--- config.mk ---
export PLATFORM = sky130hd
export DESIGN_NAME = relative_error_min_histogram_unit
export DESIGN_NICKNAME = d
export VERILOG_FILES = /design/src/hdl/remh_pkg.sv /design/src/hdl/relative_error_min_histogram_unit.sv /design/src/hdl/remh_div.sv /design/src/hdl/remh_hist.sv
export SDC_FILE = /design/constraint.sdc
export NUM_CORES = 1
export LEC_CHECK = 0
export ABC_AREA = 1
export BUFFER_PORTS_ARGS = -buffer_cell sky130_fd_sc_hd__buf_2
export CAP_MARGIN = 15
export CORE_ASPECT_RATIO = 1.4
export CORE_MARGIN = 1
export CORE_UTILIZATION = 50
export CTS_CLUSTER_DIAMETER = 40
export DETAILED_ROUTE_END_ITERATION = 10
export PLACE_DENSITY = 0.66
export SLEW_MARGIN = 20
export SYNTH_ARGS = -nofsm -noshare
export SYNTH_HDL_FRONTEND = slang
export SYNTH_SLANG_ARGS = --single-unit
--- constraint.sdc ---
create_clock -name clk_i -period 4.8 [get_ports clk_i]
set_input_delay 0.24 -clock clk_i [delete_from_list [all_inputs] [get_ports clk_i]]
set_output_delay 0.24 -clock clk_i [all_outputs]
set_load 0.05 [all_outputs]
--- src/hdl/remh_pkg.sv ---
// Shared types and constants for the relative-error minimum histogram.
// No dependencies; imported by every module of the block.
package remh_pkg;

  localparam int NUM_BINS_DEF   = 20;
  localparam int COUNT_BITS_DEF = 32;

  localparam int CMD_W      = 2;
  localparam int PROB_W     = 16;
  localparam int SEL_W      = 5;
  localparam int ERR_W      = 16;
  localparam int BIN_OUT_W  = 5;
  localparam int CNT_OUT_W  = 32;
  localparam int CFG_IDX_W  = 1;
  localparam int CFG_DATA_W = 16;

  localparam int SUM_W   = PROB_W + 1;
  localparam int QUOT_W  = 15;
  localparam int STEP_W  = 4;
  localparam int FRAC_W  = 14;
  localparam int BCMP_W  = 9;
  localparam int PROD_W  = QUOT_W + BCMP_W;
  localparam int CEIL_W  = PROD_W + 1;

  localparam logic [ERR_W-1:0] ONE_Q14  = 16'd16384;
  localparam logic [ERR_W-1:0] ROUND_UP = 16'd16383;
  localparam logic [ERR_W-1:0] NONE_ERR = 16'd32768;

  typedef enum logic [CMD_W-1:0] {
    CMD_CAND  = 2'd0,
    CMD_READ  = 2'd1,
    CMD_CLEAR = 2'd2
  } cmd_e;

  typedef enum logic [CFG_IDX_W-1:0] {
    CFG_COARSE_THR = 1'd0,
    CFG_FINE_THR   = 1'd1
  } cfg_idx_e;

  typedef enum logic [2:0] {
    ST_IDLE,
    ST_DIV,
    ST_BIN,
    ST_UPD,
    ST_RDW,
    ST_RESP
  } state_e;

endpackage

--- src/hdl/relative_error_min_histogram_unit.sv ---
// Relative-error minimum histogram. Takes one request at a time (in_ready_o is high only
// when idle). A qualifying candidate pair runs 2|a-b|/(a+b) through a radix-2 divider that
// yields one quotient bit per cycle; a non-qualifying candidate skips the divider. The last
// candidate of a voxel then adds binning and the read-modify-write of the bin counter, with
// no write when the minimum is not counted. Results sit in an output register, so the next
// request is taken while a result waits; a request that gives a result holds in ST_RESP
// until that register is free.
// Depends on remh_pkg, remh_div and remh_hist.
module relative_error_min_histogram_unit import remh_pkg::*; #(
  parameter int NUM_BINS   = NUM_BINS_DEF,
  parameter int COUNT_BITS = COUNT_BITS_DEF
) (
  input  logic                  clk_i,
  input  logic                  rst_ni,
  input  logic                  cfg_we_i,
  input  logic [CFG_IDX_W-1:0]  cfg_idx_i,
  input  logic [CFG_DATA_W-1:0] cfg_wdata_i,
  input  logic                  in_valid_i,
  output logic                  in_ready_o,
  input  logic [CMD_W-1:0]      cmd_i,
  input  logic [PROB_W-1:0]     coarse_prob_i,
  input  logic [PROB_W-1:0]     fine_prob_i,
  input  logic                  fine_in_range_i,
  input  logic                  last_candidate_i,
  input  logic [SEL_W-1:0]      bin_select_i,
  output logic                  out_valid_o,
  input  logic                  out_ready_i,
  output logic                  counted_o,
  output logic [BIN_OUT_W-1:0]  bin_index_o,
  output logic [ERR_W-1:0]      min_error_o,
  output logic [CNT_OUT_W-1:0]  bin_count_o
);

  localparam int BIN_W = $clog2(NUM_BINS);

  state_e                state_q, state_d;
  logic [PROB_W-1:0]     cthr_q, fthr_q;
  logic [ERR_W-1:0]      run_min_q, run_min_d;
  logic                  last_q, last_d;
  logic                  sel_ok_q, sel_ok_d;
  logic [BIN_W-1:0]      bin_q, bin_d;
  logic                  res_cnt_q, res_cnt_d;
  logic [BIN_OUT_W-1:0]  res_bin_q, res_bin_d;
  logic [ERR_W-1:0]      res_min_q, res_min_d;
  logic [CNT_OUT_W-1:0]  res_count_q, res_count_d;
  logic                  out_valid_q, out_valid_d;
  logic                  out_cnt_q, out_cnt_d;
  logic [BIN_OUT_W-1:0]  out_bin_q, out_bin_d;
  logic [ERR_W-1:0]      out_min_q, out_min_d;
  logic [CNT_OUT_W-1:0]  out_count_q, out_count_d;

  logic [PROB_W-1:0]     diff;
  logic [SUM_W-1:0]      sum;
  logic                  qualify;
  logic                  sel_ok;
  logic                  div_start, div_done;
  logic [QUOT_W-1:0]     div_quot;
  logic [QUOT_W-1:0]     m15;
  logic [PROD_W-1:0]     prod;
  logic [CEIL_W-1:0]     ceil_sum;
  logic [CEIL_W-FRAC_W-1:0] nb;
  logic [BIN_W-1:0]      bin_calc;
  logic                  cnt_ok;

  logic                  h_clr, h_rd, h_wr;
  logic [BIN_W-1:0]      h_rd_addr;
  logic [COUNT_BITS-1:0] h_rd_data;

  assign diff    = (coarse_prob_i > fine_prob_i) ? coarse_prob_i - fine_prob_i
                                                 : fine_prob_i - coarse_prob_i;
  assign sum     = SUM_W'(coarse_prob_i) + SUM_W'(fine_prob_i);
  assign qualify = fine_in_range_i && (coarse_prob_i > cthr_q) && (fine_prob_i > fthr_q);
  assign sel_ok  = BCMP_W'(bin_select_i) < BCMP_W'(NUM_BINS);

  // bin = ceil(err * NUM_BINS / 1.0) - 1, error of zero to bin 0
  assign m15      = run_min_q[QUOT_W-1:0];
  assign prod     = PROD_W'(m15) * PROD_W'(NUM_BINS);
  assign ceil_sum = CEIL_W'(prod) + CEIL_W'(ROUND_UP);
  assign nb       = ceil_sum[CEIL_W-1:FRAC_W];
  assign bin_calc = (run_min_q == '0) ? '0 : BIN_W'(nb - 1'b1);
  assign cnt_ok   = run_min_q <= ONE_Q14;

  remh_div u_div (
    .clk_i      (clk_i),
    .rst_ni     (rst_ni),
    .start_i    (div_start),
    .dividend_i (diff),
    .divisor_i  (sum),
    .done_o     (div_done),
    .quot_o     (div_quot)
  );

  remh_hist #(
    .NUM_BINS   (NUM_BINS),
    .COUNT_BITS (COUNT_BITS)
  ) u_hist (
    .clk_i     (clk_i),
    .rst_ni    (rst_ni),
    .clr_i     (h_clr),
    .rd_en_i   (h_rd),
    .rd_addr_i (h_rd_addr),
    .wr_en_i   (h_wr),
    .wr_addr_i (bin_q),
    .wr_data_i (h_rd_data + 1'b1),
    .rd_data_o (h_rd_data)
  );

  always_comb begin
    state_d     = state_q;
    run_min_d   = run_min_q;
    last_d      = last_q;
    sel_ok_d    = sel_ok_q;
    bin_d       = bin_q;
    res_cnt_d   = res_cnt_q;
    res_bin_d   = res_bin_q;
    res_min_d   = res_min_q;
    res_count_d = res_count_q;
    out_valid_d = out_valid_q && !out_ready_i;
    out_cnt_d   = out_cnt_q;
    out_bin_d   = out_bin_q;
    out_min_d   = out_min_q;
    out_count_d = out_count_q;
    div_start   = 1'b0;
    h_clr       = 1'b0;
    h_rd        = 1'b0;
    h_wr        = 1'b0;
    h_rd_addr   = bin_calc;
    case (state_q)
      ST_IDLE: begin
        if (in_valid_i) begin
          case (cmd_e'(cmd_i))
            CMD_CAND: begin
              last_d = last_candidate_i;
              if (qualify) begin
                div_start = 1'b1;
                state_d   = ST_DIV;
              end else if (last_candidate_i) begin
                state_d = ST_BIN;
              end
            end
            CMD_READ: begin
              sel_ok_d    = sel_ok;
              h_rd        = sel_ok;
              h_rd_addr   = BIN_W'(bin_select_i);
              res_cnt_d   = 1'b0;
              res_bin_d   = bin_select_i;
              res_min_d   = NONE_ERR;
              state_d     = ST_RDW;
            end
            CMD_CLEAR: h_clr = 1'b1;
            default: ;
          endcase
        end
      end
      ST_DIV: begin
        if (div_done) begin
          if (ERR_W'(div_quot) < run_min_q) begin
            run_min_d = ERR_W'(div_quot);
          end
          state_d = last_q ? ST_BIN : ST_IDLE;
        end
      end
      ST_BIN: begin
        h_rd        = cnt_ok;
        bin_d       = bin_calc;
        res_cnt_d   = cnt_ok;
        res_bin_d   = cnt_ok ? BIN_OUT_W'(bin_calc) : '0;
        res_min_d   = run_min_q;
        res_count_d = '0;
        run_min_d   = NONE_ERR;
        state_d     = cnt_ok ? ST_UPD : ST_RESP;
      end
      ST_UPD: begin
        h_wr    = 1'b1;
        state_d = ST_RESP;
      end
      ST_RDW: begin
        res_count_d = sel_ok_q ? CNT_OUT_W'(h_rd_data) : '0;
        state_d     = ST_RESP;
      end
      ST_RESP: begin
        if (!out_valid_q || out_ready_i) begin
          out_valid_d = 1'b1;
          out_cnt_d   = res_cnt_q;
          out_bin_d   = res_bin_q;
          out_min_d   = res_min_q;
          out_count_d = res_count_q;
          state_d     = ST_IDLE;
        end
      end
      default: state_d = ST_IDLE;
    endcase
  end

  always_ff @(posedge clk_i or negedge rst_ni) begin
    if (!rst_ni) begin
      state_q     <= ST_IDLE;
      cthr_q      <= '0;
      fthr_q      <= '0;
      run_min_q   <= NONE_ERR;
      out_valid_q <= 1'b0;
    end else begin
      state_q     <= state_d;
      run_min_q   <= run_min_d;
      out_valid_q <= out_valid_d;
      if (cfg_we_i) begin
        case (cfg_idx_e'(cfg_idx_i))
          CFG_COARSE_THR: cthr_q <= cfg_wdata_i;
          CFG_FINE_THR:   fthr_q <= cfg_wdata_i;
          default: ;
        endcase
      end
    end
  end

  always_ff @(posedge clk_i) begin
    last_q      <= last_d;
    sel_ok_q    <= sel_ok_d;
    bin_q       <= bin_d;
    res_cnt_q   <= res_cnt_d;
    res_bin_q   <= res_bin_d;
    res_min_q   <= res_min_d;
    res_count_q <= res_count_d;
    out_cnt_q   <= out_cnt_d;
    out_bin_q   <= out_bin_d;
    out_min_q   <= out_min_d;
    out_count_q <= out_count_d;
  end

  assign in_ready_o  = state_q == ST_IDLE;
  assign out_valid_o = out_valid_q;
  assign counted_o   = out_cnt_q;
  assign bin_index_o = out_bin_q;
  assign min_error_o = out_min_q;
  assign bin_count_o = out_count_q;

endmodule

--- src/hdl/remh_div.sv ---
// Radix-2 restoring divider, one quotient bit per cycle.
// Depends on remh_pkg; computes floor(dividend * 2^QUOT_W / divisor), dividend < divisor.
module remh_div import remh_pkg::*; (
  input  logic              clk_i,
  input  logic              rst_ni,
  input  logic              start_i,
  input  logic [PROB_W-1:0] dividend_i,
  input  logic [SUM_W-1:0]  divisor_i,
  output logic              done_o,
  output logic [QUOT_W-1:0] quot_o
);

  logic              busy_q, busy_d;
  logic              done_q, done_d;
  logic [STEP_W-1:0] step_q, step_d;
  logic [SUM_W-1:0]  rem_q, rem_d;
  logic [SUM_W-1:0]  dvs_q, dvs_d;
  logic [QUOT_W-1:0] quot_q, quot_d;
  logic [SUM_W:0]    rem2;
  logic              ge;

  always_comb begin
    rem2   = {rem_q, 1'b0};
    ge     = rem2 >= {1'b0, dvs_q};
    busy_d = busy_q;
    done_d = 1'b0;
    step_d = step_q;
    rem_d  = rem_q;
    dvs_d  = dvs_q;
    quot_d = quot_q;
    if (start_i) begin
      busy_d = 1'b1;
      step_d = '0;
      rem_d  = SUM_W'(dividend_i);
      dvs_d  = divisor_i;
      quot_d = '0;
    end else if (busy_q) begin
      rem_d  = ge ? SUM_W'(rem2 - {1'b0, dvs_q}) : rem2[SUM_W-1:0];
      quot_d = {quot_q[QUOT_W-2:0], ge};
      step_d = step_q + 1'b1;
      if (step_q == STEP_W'(QUOT_W - 1)) begin
        busy_d = 1'b0;
        done_d = 1'b1;
      end
    end
  end

  always_ff @(posedge clk_i or negedge rst_ni) begin
    if (!rst_ni) begin
      busy_q <= 1'b0;
      done_q <= 1'b0;
      step_q <= '0;
    end else begin
      busy_q <= busy_d;
      done_q <= done_d;
      step_q <= step_d;
    end
  end

  always_ff @(posedge clk_i) begin
    rem_q  <= rem_d;
    dvs_q  <= dvs_d;
    quot_q <= quot_d;
  end

  assign done_o = done_q;
  assign quot_o = quot_q;

endmodule

--- src/hdl/remh_hist.sv ---
// Histogram bin storage: 1R1W memory with registered read and per-bin valid bits.
// Depends on remh_pkg; an entry never written since reset or clear reads as zero.
module remh_hist import remh_pkg::*; #(
  parameter int NUM_BINS   = NUM_BINS_DEF,
  parameter int COUNT_BITS = COUNT_BITS_DEF,
  localparam int BIN_W     = $clog2(NUM_BINS)
) (
  input  logic                  clk_i,
  input  logic                  rst_ni,
  input  logic                  clr_i,
  input  logic                  rd_en_i,
  input  logic [BIN_W-1:0]      rd_addr_i,
  input  logic                  wr_en_i,
  input  logic [BIN_W-1:0]      wr_addr_i,
  input  logic [COUNT_BITS-1:0] wr_data_i,
  output logic [COUNT_BITS-1:0] rd_data_o
);

  logic [COUNT_BITS-1:0] mem_q [NUM_BINS];
  logic [NUM_BINS-1:0]   vld_q;
  logic [COUNT_BITS-1:0] rd_data_q;
  logic                  rd_vld_q;

  always_ff @(posedge clk_i or negedge rst_ni) begin
    if (!rst_ni) begin
      vld_q    <= '0;
      rd_vld_q <= 1'b0;
    end else begin
      if (clr_i) begin
        vld_q <= '0;
      end else if (wr_en_i) begin
        vld_q[wr_addr_i] <= 1'b1;
      end
      if (rd_en_i) begin
        rd_vld_q <= vld_q[rd_addr_i];
      end
    end
  end

  always_ff @(posedge clk_i) begin
    if (wr_en_i) begin
      mem_q[wr_addr_i] <= wr_data_i;
    end
    if (rd_en_i) begin
      rd_data_q <= mem_q[rd_addr_i];
    end
  end

  assign rd_data_o = rd_vld_q ? rd_data_q : '0;

endmodule
# Word level (Yosys, flattened, before mapping)
# Memory sizes are Yosys's and may differ from the RTL's. A register that Yosys moved wholly into a read port is not among the register bits.
# Index checks and enable logic that the tools add are counted.
[word_totals]
regBits = 243
latch_bits = 0
ramBits = 640
rom_bits = 0
out_inout_bits = 56
n_memories = 1
[memory_table]
columns = ["name", "words", "width", "read_ports", "rd_clocked_by_memory_dff", "wr", "line_no", "rtl"]
rows = [
  ["u_hist.mem_q", 20, 32, 1, 1, 1, "remh_hist.sv:19", "logic [COUNT_BITS-1:0] mem_q [NUM_BINS];"],
]
[classes]
addsub = 8
mul = 1
div_mod_pow = 0
order_cmp = 10
n_eq_ne = 15
n_shift = 0
mux = 62
n_bitwise = 2
reduce_logical = 24
[ops]
columns = ["operator", "count"]
rows = [
  ["$mux W16", 7],
  ["$mux W32", 2],
  ["$pmux W16 S2", 2],
  ["$pmux W32 S2", 1],
  ["$gt A16 B16 Y1", 3],
  ["$mux W20", 2],
  ["$mux W5", 7],
  ["$add A32 B1 Y32 const B", 1],
  ["$sub A16 B16 Y16", 2],
  ["$mux W1", 24],
  ["$or A20 B20 Y20", 1],
  ["$add A19 B14 Y19 const B", 1],
  ["$ge A18 B17 Y1", 1],
  ["$mux W3", 6],
  ["$add A16 B16 Y17", 1],
  ["$mul A15 B3 Y17 const B", 1],
  ["$mux W17", 1],
  ["$sub A17 B17 Y17", 1],
  ["$le A16 B15 Y1 const B", 1],
  ["$logic_not A16 Y1", 1],
  ["$lt A15 B16 Y1", 1],
  ["$pmux W3 S5", 1],
  ["$lt A5 B6 Y1 const B", 2],
  ["$reduce_and A3 Y1", 4],
  ["other kinds (31)", 48],
]

# Logic depth before layout (Yosys ltp)
[depth]
word_depth = 9
mapped_depth = 24
ltp_nobuf = 23

# Modules after synthesis
# From an unflattened synthesis, not the netlist that was laid out.
[unflattened]
cells_unflattened = 4047
area_unflattened_um2 = 42472.0
[by_module_without_submodules]
columns = ["mod", "instances", "cells_each", "area_per_inst_um2", "seq_area_each_um2"]
rows = [
  ["remh_hist", 1, 2230, 27577.7, 20704.9],
  ["relative_error_min_histogram_unit", 1, 1388, 11541.1, 4755.8],
  ["remh_div", 1, 429, 3353.2, 1461.4],
]

# Worst setup path before layout
# Ideal clock, no wire load.
[synth_path]
path_type = "register to register"
start = "register u_hist.rd_vld_q"
end = "memory u_hist.mem_q[0][28] (netlist bit) (data pin)"
setup_time_ns = 0.310
arrival_time_ns = 3.919
t_required_ns = 4.490
setup_slack_ns = 0.572
path_stages_with_launch = 17
synth_period_minus_slack_ns = 4.228
cell_sequence = "dfrtp_1 -> buf_2 -> clkbuf_1 -> buf_1 -> clkbuf_1 -> nand2_1 -> inv_1 -> ha_1 -> inv_1 -> nor4_1 -> nand3_1 -> nor2_1 -> nand2_1 -> nor2_1 -> nand4_1 -> nor2_1 -> xor2_1"
[synth_via]
elab_chain_len = 2
[synth_lines]
columns = ["item", "line_no", "rtl"]
rows = [
  ["start, declared", "remh_hist.sv:22", "logic rd_vld_q;"],
  ["start signal, assigned", "remh_hist.sv:35", "rd_vld_q <= vld_q[rd_addr_i];"],
  ["$mux W32", "remh_hist.sv:49", "assign rd_data_o = rd_vld_q ? rd_data_q : '0;"],
  ["net h_rd_data[0]", "relative_error_min_histogram_unit.sv:67", "logic [COUNT_BITS-1:0] h_rd_data;"],
  ["$add A32 B1 Y32", "relative_error_min_histogram_unit.sv:104", ".wr_data_i (h_rd_data + 1'b1),"],
  ["net u_hist.wr_data_i[28]", "remh_hist.sv:15", "input logic [COUNT_BITS-1:0] wr_data_i,"],
  ["end, declared", "remh_hist.sv:19", ""],
]
# The timed path passes the listed nets, and every way through them passes these cells.

# Final worst setup path
[layout_path]
start = "register run_min_q[3]"
end = "register u_hist.rd_data_q[4] (read register of u_hist.mem_q) (data pin)"
[layout_via]
elab_chain_len = 7
[layout_lines]
columns = ["item", "line_no", "rtl"]
rows = [
  ["start, declared", "relative_error_min_histogram_unit.sv:38", "logic [ERR_W-1:0] run_min_q, run_min_d;"],
  ["start signal, assigned", "relative_error_min_histogram_unit.sv:204", "run_min_q <= run_min_d;"],
  ["$mul A15 B3 Y17", "relative_error_min_histogram_unit.sv:77", "assign prod = PROD_W'(m15) * PROD_W'(NUM_BINS);"],
  ["$add A19 B14 Y19", "relative_error_min_histogram_unit.sv:78", "assign ceil_sum = CEIL_W'(prod) + CEIL_W'(ROUND_UP);"],
  ["$sub A5 B1 Y5", "relative_error_min_histogram_unit.sv:80", "assign bin_calc = (run_min_q == '0) ? '0 : BIN_W'(nb - 1'b1);"],
  ["$mux W5", "relative_error_min_histogram_unit.sv:80", ""],
  ["$mux W5", "relative_error_min_histogram_unit.sv:131", "case (cmd_e'(cmd_i))"],
  ["$mux W5", "relative_error_min_histogram_unit.sv:130", "if (in_valid_i) begin"],
  ["$mux W5", "relative_error_min_histogram_unit.sv:128", "case (state_q)"],
  ["end, declared", "remh_hist.sv:21", "logic [COUNT_BITS-1:0] rd_data_q;"],
]
# Several ways; a longest one is shown, not always the timed one.
# A chain may end at the register's enable or synchronous reset.

==> impl_metrics.py <==
metrics = {
    "run_status": {
        "status": "completed",
    },
    "pwr": {
        "power_mw": 37.9,
        "clock_power_share": 0.211,
        "pwr-share-seq": 0.291,
        "combPwrFrac": 0.498,
        "p_sw_frac": 0.448,
        "p_leak_nw": 18.4,
        "p_int_mw": 20.9,
        "switching_power_mw": 17.0,
        "peakVddDrop_mv": 1.17,
        "p_per_area_mw_per_mm2": 795,
    },
    "sta": {
        "min_period_over_period": 0.920,
        "setup_tns_ns": 0,
        "setup_viol": 0,
        "relSlewSlack": 0.257,
        "fin_skew_ns": 0.0239,
        "worst_slew_pin_slew_ns": 1.11,
        "period_minus_slack_ns": 4.42,
        "slew_viol_final": 0,
        "fmax_ghz": 0.226,
        "grt_setup_unrepaired": "false",
        "hold_violations": 0,
    },
    "logic_synthesis": {
        "syn_inst": 3836,
        "synth_commonest_cells": "825 x nand3_1, 820 x edfxtp_1, 639 x nand2_1",
        "synth_area_leaders": "edfxtp_1 59%, nand3_1 9.9%, nand2_1 5.7%, dfrtp_1 4.7%, ha_1 4.2%",
        "synth-edff-count": 820,
        "async_flop_share": 0.0863,
        "synth.distinct_cells": 54,
        "syn_area_per_cell_sq_um": 10.9,
        "synth_top_area_frac": 0.589,
        "synth-main-ff-cell": "edfxtp_1",
        "ys_seq_area_frac": 0.644,
        "postSynthNetCount": 4043,
        "synth_warnings": 0,
        "ys_ff_latch": 915,
        "yosysMostFrequentCell": "nand3_1",
        "syn_area_sq_mm": 0.0418,
        "yosys.area.top_type": "edfxtp_1",
    },
    "floorplan": {
        "core-area_sq_mm": 0.0829,
        "dieArea_sq_mm": 0.0847,
        "die_y_um": 344,
        "die_w_um": 246,
        "start_util": 0.504,
        "rows": 125,
        "io_pins": 119,
    },
    "placement": {
        "hpwl_um": 66700,
        "dp.cells": 4914,
        "port-buffer-count": 118,
        "gp_congestion": 0.914,
        "place_area_sq_mm": 0.0439,
    },
    "route": {
        "drt_first_pass_iters": 8,
        "wl_per_cell_um": 22.4,
        "drc": 0,
        "drt_wl_total_um": 115000,
        "drt.antenna.violating_nets": 0,
        "detail_route.vias_per_cell": 5.89,
        "dr_total_vias": 30200,
        "drt-initial-drc-count": 3172,
    },
    "clock_network": {
        "cts_resized": 0,
        "post_cts_buffers": 0,
        "clock_latency_ns": 0.67,
        "ctsHoldBuffers": 22,
        "cts_tree": "built",
        "htreeDepth": 3,
        "cts_buffers": 103,
        "root_buffer": "clkbuf_16",
        "clkTransAtPathRegs_ns": 0.06,
        "clock_sinks": 915,
        "cts_max_path_buffers": 3,
    },
    "layout": {
        "instances_no_fill": 5128,
        "drive_gt1_frac": 0.109,
        "num-nets-final": 4169,
        "design_area_sq_mm": 0.0476,
        "area_growth_pct": 14.0,
    },
    "flow_run": {
        "cap_violations": 0,
    },
    "setup_path": {
        "cp-end-kind": "flop",
        "critical_path_class": "reg2reg",
        "path_max_fanout": 58,
        "required_ns": 5.20,
        "worst_setup_path_start_kind": "flop",
        "arrival_ns": 4.82,
    },
    "global_route": {
        "grt_pass1_wl_um": 172000,
        "antenna_found_initial": 1,
        "grt.total_usage": 0.269,
        "grt_pass1_vias": 28900,
        "gr-total-overflow": 0,
        "grt_max_degree": 95,
    },
    "hold_path": {
        "hold_path_class": "in2reg",
    },
}
==> final timing paths <==
check,slack (ns),start,end,cells after the start
setup / recovery,0.38,run_min_q[3]$_DFFE_PN0P_,u_hist.rd_data_q[4]$_DFFE_PP_,22
hold / removal,0.04,cmd_i[0],last_q$_DFFE_PP_,4
setup reg to reg,0.38,run_min_q[3]$_DFFE_PN0P_,u_hist.rd_data_q[4]$_DFFE_PP_,22
hold reg to reg,0.41,res_count_q[12]$_SDFFCE_PN0P_,bin_count_o[12]$_DFFE_PP_,0
max in group asynchronous,3.65,rst_ni,run_min_q[4]$_DFFE_PN0P_,3
min in group asynchronous,0.13,rst_ni,cthr_q[9]$_DFFE_PN0P_,2
==> placed cells by master (no fill, tap or decap), types with 6 or more instances in the layout <==
master / count
inv_1: 271
o2111ai_1: 6
nor2_4: 21
xor2_1: 39
o21ai_1: 29
edfxtp_1: 820
inv_2: 8
o21ai_0: 115
clkinv_1: 10
clkbuf_1: 14
xnor2_1: 14
ha_1: 139
clkinv_4: 7
o22ai_1: 34
nand4_1: 29
buf_2: 117
dlygate4sd3_1: 22
nor2_1: 221
o32ai_1: 32
buf_4: 74
xor2_2: 7
a21oi_1: 169
buf_12: 16
clkinv_2: 10
nand3_1: 825
clkbuf_16: 106
nor3_1: 29
o21a_1: 7
nand2_1: 637
dfxtp_1: 16
inv_6: 12
bufinv_16: 10
dfrtp_1: 78
clkinvlp_4: 15
==> power by group through the flow <==
stage | combinational [mW] | sequential (mW) | clock (mW)
2_1_floorplan | 12.9 | 11.2 | 0
6_report | 18.8 | 11.0 | 7.99
5_1_grt | 20.7 | 11.1 | 8.37
4_1_cts | 18.7 | 11.0 | 8.07
3_5_place_dp | 18.6 | 11.2 | 0
3_3_place_gp | 18.4 | 11.2 | 0
==> critical path, cell delays in order, from the launching register on <==
cell and delay, ns:
dfrtp_1 0.41, ha_1 0.30, ha_1 0.24, fa_1 0.43, nand2_1 0.09, nand2_1 0.12
nand3_1 0.17, nand2_1 0.09, nand2_1 0.07, nand2_1 0.05, nor2_1 0.10, nand3_1 0.18
nand2_1 0.12, nand3_2 0.17, nand2_8 0.29, nand2_8 0.27, buf_12 0.31, nand2_1 0.10
nand3_1 0.09, nand3_1 0.12, nand3_1 0.08, nand3_1 0.16, nand2_1 0.12
==> stage by stage <==
stage / hold slack (ns) / setup WS [ns] / util
3_3_place_gp: 0.259 / 0.488 / 0.529
6_report: 0.0369 / 0.384 / 0.574
4_1_cts: 0.00498 / 0.436 / 0.574
5_1_grt: 0.0686 / 0.144 / 0.574
3_5_place_dp: 0.259 / 0.433 / 0.530
2_1_floorplan: -0.0556 / 0.572 / -
==> sequential cells by signal, indices dropped and copies added, names as in the netlist, 15 cells and up <==
| register | count |
|---|---|
| res_count_q | 32 |
| u_hist.vld_q | 20 |
| u_div.quot_o | 15 |
| run_min_q | 16 |
| res_min_q | 16 |
| u_hist.rd_data_q | 32 |
| u_div.dvs_q | 17 |
| u_div.rem_q | 17 |
| u_hist.mem_q | 640 |
| fthr_q | 16 |
| min_error_o | 16 |
| bin_count_o | 32 |
| cthr_q | 16 |
==> layout make-up <==
cell class,instances,area (sq um)
timing repair buffer,229,1680
multi-input combinational,2433,13100
sequential,915,26900
tap,1079,1350
fill,6819,35300
inverter,280,1050
clock inverter,71,778
antenna,1,2.50
clock buffer,120,2710
==> kinds of logic after synthesis <==
logic type	Yosys count	synth area share
compound gates	433	0.0595
fa+ha+maj	144	0.0440
mux	1	0.000240
simple gates	1794	0.191
buf+inv	488	0.0483
xor+xnor	61	0.0128
flops	915	0.644
==> layer usage <==
| metal | track usage | vias up | part of all wire |
|---|---|---|---|
| li1 | - | 13900 | - |
| met1 | 0.342 | 14700 | 0.39 |
| met2 | 0.463 | 1381 | 0.50 |
| met3 | 0.0342 | 284 | 0.075 |
| met4 | 0.112 | 0 | 0.039 |
| met5 | 0 | - | 0 |
No activity file was read; power rests on OpenSTA's default activity.
